## config.mk

```make
export PLATFORM = sky130hd
export DESIGN_NAME = counting_multiset_table
export DESIGN_NICKNAME = d
export VERILOG_FILES = /design/src/rtl/cms_pkg.sv /design/src/rtl/counting_multiset_table.sv /design/src/rtl/cms_ram.sv /design/src/rtl/cms_ctrl.sv
export VERILOG_INCLUDE_DIRS = /design/src /design/src/rtl
export SDC_FILE = /design/constraint.sdc
export NUM_CORES = 1
export LEC_CHECK = 0
export ABC_CLOCK_PERIOD_IN_PS = 5780
export BUFFER_PORTS_ARGS = -buffer_cell sky130_fd_sc_hd__buf_2
export CAP_MARGIN = 20
export CELL_PAD_IN_SITES_DETAIL_PLACEMENT = 2
export CELL_PAD_IN_SITES_GLOBAL_PLACEMENT = 2
export CORE_AREA = 2 2 307 309
export DETAILED_ROUTE_END_ITERATION = 8
export DIE_AREA = 0 0 309 311
export PLACE_DENSITY_LB_ADDON = 0.1
export RECOVER_POWER = 50
export SLEW_MARGIN = 20
export SYNTH_ARGS = -nofsm -noshare
export SYNTH_HDL_FRONTEND = slang
export SYNTH_HIERARCHICAL = 1
export SYNTH_SLANG_ARGS = --single-unit
```

## constraint.sdc

```tcl
create_clock -name clock -period 5.78 [get_ports clock]
set_input_delay 0.578 -clock clock [delete_from_list [all_inputs] [get_ports clock]]
set_output_delay 0.578 -clock clock [all_outputs]
set_load 0.05 [all_outputs]
```

## src/rtl/counting_multiset_table_assert.svh

```systemverilog
// Assertion macros shared by the counting multiset table RTL.
// Depends on nothing; included by the modules that carry assertions.
`ifndef COUNTING_MULTISET_TABLE_ASSERT_SVH
`define COUNTING_MULTISET_TABLE_ASSERT_SVH

// Same-cycle implication, disabled during reset.
`define CMS_ASSERT_NOW(lbl, clk, rst, ante, cons) \
   lbl: assert property (@(posedge clk) disable iff (rst) (ante) |-> (cons)) \
      else $error("assertion failed");

// Next-cycle implication, disabled during reset.
`define CMS_ASSERT_NEXT(lbl, clk, rst, ante, cons) \
   lbl: assert property (@(posedge clk) disable iff (rst) (ante) |=> (cons)) \
      else $error("assertion failed");

`endif

```

## src/rtl/cms_pkg.sv

```systemverilog
// Types, constants and helper functions of the counting multiset table.
// Depends on nothing; used by every module of the block except cms_ram.
package cms_pkg;

   localparam int ENTRIES      = 16;
   localparam int KEY_BYTES    = 4;
   localparam int COUNT_WIDTH  = 16;
   localparam int IDX_WIDTH    = (ENTRIES > 1) ? $clog2(ENTRIES) : 1;
   localparam int MODE_WIDTH   = 2;
   localparam int KEY_WIDTH    = 32;
   localparam int KEY_FIELD_BYTES = KEY_WIDTH / 8;
   localparam int LEN_WIDTH    = 3;
   localparam int OCC_WIDTH    = 16;
   localparam int STATUS_WIDTH = 2;
   localparam int ENTRY_WIDTH  = KEY_WIDTH + LEN_WIDTH + COUNT_WIDTH;

   localparam logic [COUNT_WIDTH-1:0] COUNT_MAX = '1;
   localparam logic [IDX_WIDTH-1:0]   IDX_LAST  = IDX_WIDTH'(ENTRIES - 1);

   typedef enum logic [MODE_WIDTH-1:0] {
      MODE_ADD    = 2'd0,
      MODE_REMOVE = 2'd1,
      MODE_QUERY  = 2'd2
   } mode_type;

   typedef enum logic [STATUS_WIDTH-1:0] {
      STATUS_OK        = 2'd0,
      STATUS_FULL      = 2'd1,
      STATUS_SATURATED = 2'd2,
      STATUS_NOT_FOUND = 2'd3
   } status_type;

   typedef struct packed {
      logic [MODE_WIDTH-1:0] mode;
      logic [KEY_WIDTH-1:0]  key;
      logic [LEN_WIDTH-1:0]  key_length;
   } cms_req_type;

   typedef struct packed {
      logic                    found;
      logic [OCC_WIDTH-1:0]    occurrences;
      logic [STATUS_WIDTH-1:0] status;
   } cms_rsp_type;

   typedef struct packed {
      logic [KEY_WIDTH-1:0]   key;
      logic [LEN_WIDTH-1:0]   length;
      logic [COUNT_WIDTH-1:0] count;
   } cms_entry_type;

   typedef struct packed {
      logic start;
      logic take;
   } cms_ctl_type;

   // Keeps only the significant key bytes: the length, limited to KEY_BYTES.
   function automatic logic [KEY_WIDTH-1:0] mask_key(input logic [KEY_WIDTH-1:0] key,
                                                     input logic [LEN_WIDTH-1:0] len);
      logic [KEY_WIDTH-1:0] masked;
      masked = '0;
      for (int b = 0; b < KEY_FIELD_BYTES; b++) begin
         if ((b < KEY_BYTES) && (int'(len) > b)) begin
            masked[b*8 +: 8] = key[b*8 +: 8];
         end
      end
      return masked;
   endfunction

endpackage

```

## src/rtl/counting_multiset_table.sv

```systemverilog
// Counting multiset table top level: request capture and response register.
// Depends on cms_pkg, cms_ctrl and counting_multiset_table_assert.svh.
//
// A table of keys, each kept with a count. A request beat carries a mode
// (add, remove, query), a key and a key length; a key matches a stored
// entry only when both length and significant key bytes are equal.
// Every request returns exactly one response beat with the found flag,
// the count after the request and a status (ok, full, saturated, not found).
// A request is held while the engine reads the entry memory one entry per
// cycle, then the matching or first free entry is written back at most once.
// The block takes one request at a time: req_ready stays low until the
// engine's result has moved into the output register, and rises in the
// same cycle that this response appears there; the scan of the entry
// memory sets how fast requests are served.
// A finished response waits in the output register while the receiver
// stalls, and the next request may already be accepted and scanned; the
// engine holds its result until the output register is free.
// Synchronous reset empties the table (all valid marks cleared at once)
// and drops any request or response in flight.
`include "counting_multiset_table_assert.svh"

module counting_multiset_table
   import cms_pkg::*;
(
   input  logic        clock,
   input  logic        reset,
   input  logic        req_valid,
   output logic        req_ready,
   input  cms_req_type req_payload,
   output logic        rsp_valid,
   input  logic        rsp_ready,
   output cms_rsp_type rsp_payload
);

   logic        busy_ff, busy_in;
   logic        start_ff, start_in;
   cms_req_type req_ff, req_in;
   logic        rsp_valid_ff, rsp_valid_in;
   cms_rsp_type rsp_ff, rsp_in;

   cms_ctl_type ctl;
   logic        eng_done;
   cms_rsp_type eng_result;
   logic        req_fire;

   assign req_ready = !busy_ff;
   assign req_fire  = req_valid && req_ready;
   assign ctl.start = start_ff;
   assign ctl.take  = eng_done && (!rsp_valid_ff || rsp_ready);

   cms_ctrl u_ctrl (
      .clock (clock),
      .reset (reset),
      .req   (req_ff),
      .ctl   (ctl),
      .done  (eng_done),
      .result(eng_result)
   );

   always_comb begin
      busy_in      = busy_ff;
      start_in     = req_fire;
      req_in       = req_ff;
      rsp_valid_in = rsp_valid_ff;
      rsp_in       = rsp_ff;
      if (req_fire) begin
         busy_in = 1'b1;
         req_in  = req_payload;
      end
      if (rsp_valid_ff && rsp_ready) begin
         rsp_valid_in = 1'b0;
      end
      if (ctl.take) begin
         busy_in      = 1'b0;
         rsp_valid_in = 1'b1;
         rsp_in       = eng_result;
      end
   end

   always_ff @(posedge clock) begin
      if (reset) begin
         busy_ff      <= 1'b0;
         start_ff     <= 1'b0;
         rsp_valid_ff <= 1'b0;
      end else begin
         busy_ff      <= busy_in;
         start_ff     <= start_in;
         rsp_valid_ff <= rsp_valid_in;
      end
      req_ff <= req_in;
      rsp_ff <= rsp_in;
   end

   assign rsp_valid   = rsp_valid_ff;
   assign rsp_payload = rsp_ff;

   `CMS_ASSERT_NOW(a_take_needs_request, clock, reset, ctl.take, busy_ff && !start_ff)
   `CMS_ASSERT_NEXT(a_fire_starts_engine, clock, reset, req_fire, start_ff && busy_ff)
   `CMS_ASSERT_NOW(a_start_only_when_busy, clock, reset, start_ff, busy_ff && !eng_done)

endmodule

```

## src/rtl/cms_ram.sv

```systemverilog
// Generic single-port-write, single-port-read RAM with registered read data.
// Depends on nothing.
module cms_ram #(
   parameter int WIDTH = 8,
   parameter int DEPTH = 16
) (
   input  logic                                       clock,
   input  logic                                       wr_en,
   input  logic [((DEPTH > 1) ? $clog2(DEPTH) : 1)-1:0] wr_addr,
   input  logic [WIDTH-1:0]                           wr_data,
   input  logic                                       rd_en,
   input  logic [((DEPTH > 1) ? $clog2(DEPTH) : 1)-1:0] rd_addr,
   output logic [WIDTH-1:0]                           rd_data
);

   logic [WIDTH-1:0] mem [DEPTH];
   logic [WIDTH-1:0] rd_data_ff;

   always_ff @(posedge clock) begin
      if (wr_en) begin
         mem[wr_addr] <= wr_data;
      end
      if (rd_en) begin
         rd_data_ff <= mem[rd_addr];
      end
   end

   assign rd_data = rd_data_ff;

endmodule

```

## src/rtl/cms_ctrl.sv

```systemverilog
// Scan and update engine: owns the entry memory and the valid bits.
// Depends on cms_pkg, cms_ram and counting_multiset_table_assert.svh.
`include "counting_multiset_table_assert.svh"

module cms_ctrl
   import cms_pkg::*;
(
   input  logic        clock,
   input  logic        reset,
   input  cms_req_type req,
   input  cms_ctl_type ctl,
   output logic        done,
   output cms_rsp_type result
);

   typedef enum logic [2:0] {
      IDLE,
      SCAN,
      LAST_CMP,
      UPDATE,
      RESULT
   } state_type;

   state_type              state_ff, state_in;
   logic [IDX_WIDTH-1:0]   cnt_ff, cnt_in;
   logic                   cmp_valid_ff, cmp_valid_in;
   logic [IDX_WIDTH-1:0]   cmp_idx_ff, cmp_idx_in;
   logic                   hit_ff, hit_in;
   logic [IDX_WIDTH-1:0]   hit_idx_ff, hit_idx_in;
   logic [COUNT_WIDTH-1:0] hit_count_ff, hit_count_in;
   logic                   free_ok_ff, free_ok_in;
   logic [IDX_WIDTH-1:0]   free_idx_ff, free_idx_in;
   logic [ENTRIES-1:0]     valid_ff, valid_in;
   cms_rsp_type            result_ff, result_in;

   logic                   ram_wr_en;
   logic [IDX_WIDTH-1:0]   ram_wr_addr;
   cms_entry_type          ram_wr_entry;
   logic                   ram_rd_en;
   logic [ENTRY_WIDTH-1:0] ram_rd_data;
   cms_entry_type          rd_entry;
   logic [KEY_WIDTH-1:0]   req_key;
   logic                   match;
   logic [COUNT_WIDTH-1:0] new_count;

   cms_ram #(
      .WIDTH(ENTRY_WIDTH),
      .DEPTH(ENTRIES)
   ) u_entry_ram (
      .clock  (clock),
      .wr_en  (ram_wr_en),
      .wr_addr(ram_wr_addr),
      .wr_data(ram_wr_entry),
      .rd_en  (ram_rd_en),
      .rd_addr(cnt_ff),
      .rd_data(ram_rd_data)
   );

   assign req_key  = mask_key(req.key, req.key_length);
   assign rd_entry = cms_entry_type'(ram_rd_data);
   assign match    = valid_ff[cmp_idx_ff] && (rd_entry.length == req.key_length) &&
                     (rd_entry.key == req_key);
   assign ram_rd_en = (state_ff == SCAN);

   always_comb begin
      state_in     = state_ff;
      cnt_in       = cnt_ff;
      cmp_valid_in = 1'b0;
      cmp_idx_in   = cnt_ff;
      hit_in       = hit_ff;
      hit_idx_in   = hit_idx_ff;
      hit_count_in = hit_count_ff;
      free_ok_in   = free_ok_ff;
      free_idx_in  = free_idx_ff;
      valid_in     = valid_ff;
      result_in    = result_ff;
      ram_wr_en    = 1'b0;
      ram_wr_addr  = hit_idx_ff;
      new_count    = hit_count_ff;
      ram_wr_entry.key    = req_key;
      ram_wr_entry.length = req.key_length;
      ram_wr_entry.count  = hit_count_ff;

      if (cmp_valid_ff) begin
         if (match && !hit_ff) begin
            hit_in       = 1'b1;
            hit_idx_in   = cmp_idx_ff;
            hit_count_in = rd_entry.count;
         end
         if (!valid_ff[cmp_idx_ff] && !free_ok_ff) begin
            free_ok_in  = 1'b1;
            free_idx_in = cmp_idx_ff;
         end
      end

      case (state_ff)
         IDLE: begin
            if (ctl.start) begin
               state_in   = SCAN;
               cnt_in     = '0;
               hit_in     = 1'b0;
               free_ok_in = 1'b0;
            end
         end
         SCAN: begin
            cmp_valid_in = 1'b1;
            if (cnt_ff == IDX_LAST) begin
               state_in = LAST_CMP;
            end else begin
               cnt_in = cnt_ff + 1'b1;
            end
         end
         LAST_CMP: begin
            state_in = UPDATE;
         end
         UPDATE: begin
            state_in              = RESULT;
            result_in.found       = hit_ff;
            result_in.occurrences = '0;
            result_in.status      = STATUS_OK;
            case (req.mode)
               MODE_ADD: begin
                  if (hit_ff) begin
                     if (hit_count_ff == COUNT_MAX) begin
                        result_in.status      = STATUS_SATURATED;
                        result_in.occurrences = OCC_WIDTH'(hit_count_ff);
                     end else begin
                        new_count             = COUNT_WIDTH'(hit_count_ff + 1'b1);
                        ram_wr_en             = 1'b1;
                        ram_wr_entry.count    = new_count;
                        result_in.occurrences = OCC_WIDTH'(new_count);
                     end
                  end else if (free_ok_ff) begin
                     ram_wr_en             = 1'b1;
                     ram_wr_addr           = free_idx_ff;
                     ram_wr_entry.count    = COUNT_WIDTH'(1);
                     valid_in[free_idx_ff] = 1'b1;
                     result_in.occurrences = OCC_WIDTH'(1);
                  end else begin
                     result_in.status = STATUS_FULL;
                  end
               end
               MODE_REMOVE: begin
                  if (hit_ff) begin
                     if (hit_count_ff != '0) begin
                        new_count = hit_count_ff - 1'b1;
                     end
                     if (new_count == '0) begin
                        valid_in[hit_idx_ff] = 1'b0;
                     end
                     ram_wr_en             = 1'b1;
                     ram_wr_entry.count    = new_count;
                     result_in.occurrences = OCC_WIDTH'(new_count);
                  end else begin
                     result_in.status = STATUS_NOT_FOUND;
                  end
               end
               default: begin
                  if (hit_ff) begin
                     result_in.occurrences = OCC_WIDTH'(hit_count_ff);
                  end
               end
            endcase
         end
         RESULT: begin
            if (ctl.take) begin
               state_in = IDLE;
            end
         end
         default: begin
            state_in = IDLE;
         end
      endcase
   end

   always_ff @(posedge clock) begin
      if (reset) begin
         state_ff     <= IDLE;
         cmp_valid_ff <= 1'b0;
         hit_ff       <= 1'b0;
         free_ok_ff   <= 1'b0;
         valid_ff     <= '0;
      end else begin
         state_ff     <= state_in;
         cmp_valid_ff <= cmp_valid_in;
         hit_ff       <= hit_in;
         free_ok_ff   <= free_ok_in;
         valid_ff     <= valid_in;
      end
      cnt_ff       <= cnt_in;
      cmp_idx_ff   <= cmp_idx_in;
      hit_idx_ff   <= hit_idx_in;
      hit_count_ff <= hit_count_in;
      free_idx_ff  <= free_idx_in;
      result_ff    <= result_in;
   end

   assign done   = (state_ff == RESULT);
   assign result = result_ff;

   `CMS_ASSERT_NEXT(a_valid_only_on_update, clock, reset, state_ff != UPDATE, $stable(valid_ff))
   `CMS_ASSERT_NOW(a_full_means_no_free, clock, reset, done && (result_ff.status == STATUS_FULL), &valid_ff)
   `CMS_ASSERT_NOW(a_not_found_flag, clock, reset, done && (result_ff.status == STATUS_NOT_FOUND), !result_ff.found)
   `CMS_ASSERT_NOW(a_saturated_at_max, clock, reset, done && (result_ff.status == STATUS_SATURATED), result_ff.occurrences == OCC_WIDTH'(COUNT_MAX))

endmodule

```

==> impl_metrics.yaml <==
outcome:
  status: "finished, violations left"
  violations: "capacitance limit, slew limit"
synth:
  synth_flop_cell: "edfxtp_1"
  synth_seq_area_share_pct: 75.2
  synthAdderAreaFrac_pct: 0.127
  synth_top_family_by_area: "multiplexers"
  synth_top_area_cell: "edfxtp_1"
  async_flop_share_pct: 0
  synth_area_per_cell_um2: 19.1
  synth_mux_area_share_pct: 12.1
  yosys.area.top_type_share_pct: 73.7
  synth-edff-count: 970
  synth_compound_area_share_pct: 4.90
  synthSimpleGateAreaFrac_pct: 5.48
  ys_seq_elements: 999
  yosys_warnings: 6
  synth_area_um2: 39500
  synth_nets: 2109
  yosysUniqueCellTypes: 81
  synthCells: 2064
  synth_area_leaders: "edfxtp_1 (74%), mux4_2 (12%), a22oi_1 (2.0%)"
  yosys.area_share.xor_xnor_pct: 0.399
hold_path:
  worstHoldPathType: "in2reg"
  hold_path_end: "req_ff[10]$_DFFE_PP_"
  whs_path_depth: 1
  min_from: "req_payload[10]"
sta:
  min_period_ps: 4770
  fin_hold_ws_ps: 66.9
  hold_viol: 0
  tightest_slew_ps: 3480
  skew_ps: 36.7
  fmax_ghz: 0.210
  period_share_pct: 82.5
  setup_viol: 0
  rsz0062_at_grt: "false"
  slew_viol_final: 247
  max_slew_margin_pct: -132
  tns_ps: 0
cts:
  ctsHoldBuffers: 0
  post-cts-setup-buffer-count: 0
  cts.repair.resized: 0
  numCtsBuffers: 108
  cts_tree: "built"
  path_clk_slew_ps: 60
  cts.sinks: 999
  clock_path_buffers: 3
  htreeDepth: 3
  clock_latency_ps: 690
  cts_root_buffer: "clkbuf_16"
layout:
  layout.nets: 2221
  areaGrowthSynthToFinish_pct: 13.6
  antenna_cells: 0
  drive_above_1_share_pct: 21.2
  final_cells: 3523
routing:
  drc: 0
  vias_per_cell: 5.92
  wl_per_cell_um: 32.6
  num_vias: 20900
  ant_nets: 0
  routed_wl_mm: 115
  dr.pass1.iters: 5
  drt_iter0_drc: 1911
power:
  p_per_area_nw_per_um2: 382
  power.leakage_nw: 14.2
  irDropWorstVdd_mv: 0.248
run:
  cap_violations: 6
grt:
  grt_pass1_vias: 22900
  antenna_found_initial: 1
  grt_max_degree: 113
  grt_pass1_wl_mm: 166
  overflow: 0
  grt_usage_pct: 24.1
worst_setup_path:
  r2r_start: "u_ctrl/cmp_idx_in[3]$_SDFFCE_PN0P_"
  cp_max_fo: 31
  worst-r2r-setup-slack_ps: 1010
  crit_arrival_ps: 5270
  critPathRequiredTime_ps: 6280
  reg2regPathDepth: 4
  r2r-end: "u_ctrl/u_entry_ram/rd_data[25]$_DFFE_PP_"
  worstSetupStartpointType: "register"
  cp-end-kind: "register"
  critPathKind: "reg2reg"
floorplanning:
  die_y_um: 311
  die_area_um2: 96100
  std_cell_rows: 112
  die_x_um: 309
  initial_core_util_pct: 42.6
  core_um2: 92800
  ioPinCount: 62
placed_design:
  dp.final_hpwl_mm: 67.0
  placed_cells: 3319
  gp_congestion: 0.844
  port_buffers: 61
synth_stat cells (10+ instances only):
cell type  count
a31oi_1       25
dfxtp_1       29
nand2_1      106
nor2_1        88
buf_2         24
inv_1         32
o21bai_1      14
nor4_1        17
nand3_1       25
buf_6         16
xnor2_1       10
nor2b_1       25
a22oi_1      104
o21ai_0       22
nor3_1        38
nand2b_1      26
clkbuf_1      55
o22ai_1       11
and2_1        21
a21oi_1       26
edfxtp_1     970
mux4_2       209
worst max-delay path, cell delays in order, from the launching register on:
cell,delay [ps]
edfxtp_1,570
nor2b_1,2350
clkbuf_2,1150
a22oi_1,240
nand2_1,240
how the worst max path moves through the flow:
stage | start | end | slack [ps] | cells past startpoint
2_1_floorplan | u_ctrl/hit_count_ff[1]$_DFFE_PP_ | u_ctrl/u_entry_ram/mem[1][0]$_DFFE_PP_ | 890 | 9
3_3_place_gp | u_ctrl/hit_count_ff[0]$_DFFE_PP_ | u_ctrl/u_entry_ram/mem[2][9]$_DFFE_PP_ | 1670 | 10
3_5_place_dp | req_ff[35]$_DFFE_PP_ | u_ctrl/u_entry_ram/mem[10][33]$_DFFE_PP_ | 1570 | 7
4_1_cts | u_ctrl/hit_count_ff[0]$_DFFE_PP_ | u_ctrl/u_entry_ram/mem[2][6]$_DFFE_PP_ | 1550 | 10
5_1_grt | u_ctrl/cmp_idx_in[3]$_SDFFCE_PN0P_ | u_ctrl/u_entry_ram/rd_data[16]$_DFFE_PP_ | 680 | 4
6_report | u_ctrl/cmp_idx_in[3]$_SDFFCE_PN0P_ | u_ctrl/u_entry_ram/rd_data[25]$_DFFE_PP_ | 1010 | 4
registers in the layout (all words and copies together) (netlist names):
name / cells
u_ctrl/cmp_idx_ff: 4
u_ctrl/free_ok_ff: 1
u_ctrl/u_entry_ram/mem: 816
u_ctrl/result: 19
u_ctrl/cmp_idx_in: 4
u_ctrl/hit_ff: 1
u_ctrl/cmp_valid_ff: 1
rsp_valid: 1
start_ff: 1
rsp_payload: 19
u_ctrl/valid_ff: 16
busy_ff: 1
u_ctrl/state_ff: 3
u_ctrl/u_entry_ram/rd_data: 51
req_ff: 37
u_ctrl/hit_idx_ff: 4
u_ctrl/free_idx_ff: 4
u_ctrl/hit_count_ff: 16
area by class of cell:
type,instances,area (um2)
sequential,999,29700
multi-input combinational,921,9240
tap,1254,1570
clock inverter,65,619
clock buffer,138,2870
fill,8398,47900
inverter,33,124
timing repair buffer,113,766
kinds of logic (layout without fill, tap and decap cells):
group,Yosys count,in the layout
DFF,999,999
buffers and inverters,144,349
adders and majority gates,4,4
xor gates and xnor gates,18,18
muxes,215,215
AOI/OAI and AO/OA,271,271
and+or+nand+nor,413,413
routing by layer:
layer / vias up / GRT usage, % / wire length, um
met1: 11400 / 32.5 / 48400
li1: 8713 / - / -
met5: - / 0 / 13
met2: 616 / 40.4 / 58000
met4: 2 / 6.58 / 2530
met3: 161 / 4.29 / 5850
cells in the final DEF (no fill, tap or decap), drive strengths merged, types with 5 or more instances in the layout:
cell type / n
edfxtp: 970
mux4: 209
clkbuf: 184
nand2: 107
a22oi: 104
nor2: 90
buf: 67
clkinv: 54
nor3: 38
inv: 34
dfxtp: 29
nand2b: 27
a21oi: 26
nor2b: 26
nand3: 25
a31oi: 25
o21ai: 24
and2: 22
nor4: 20
o21bai: 14
o22ai: 11
bufinv: 10
nand4: 10
xnor2: 10
xor2: 8
o2111ai: 8
or3: 8
a211oi: 8
and3: 7
o31ai: 6
nand3b: 6
mux2i: 6
a21o: 6
or4: 6
nor4b: 5
per-stage QoR:
stage | setup WS (ps) | util [%] | area [um2] | power (W)
CTS | 1550 | 48.5 | 45000 | 0.0173
detailed placement | 1570 | 44.7 | 41500 | 0.0105
global route | 678 | 48.4 | 44900 | 0.0177
finish | 1010 | 48.4 | 44900 | 0.0172
floorplan | 889 | - | 39500 | 0.00978
global placement | 1670 | 44.7 | 41500 | 0.0104
power breakdown:
group,switching (W),internal (W),total (W)
sequential,0.000152,0.00816,0.00831
combinational,0.00119,0.000833,0.00202
clock,0.00288,0.00395,0.00683
total,0.00422,0.0129,0.0172
Power figures use the tool's default switching activity.
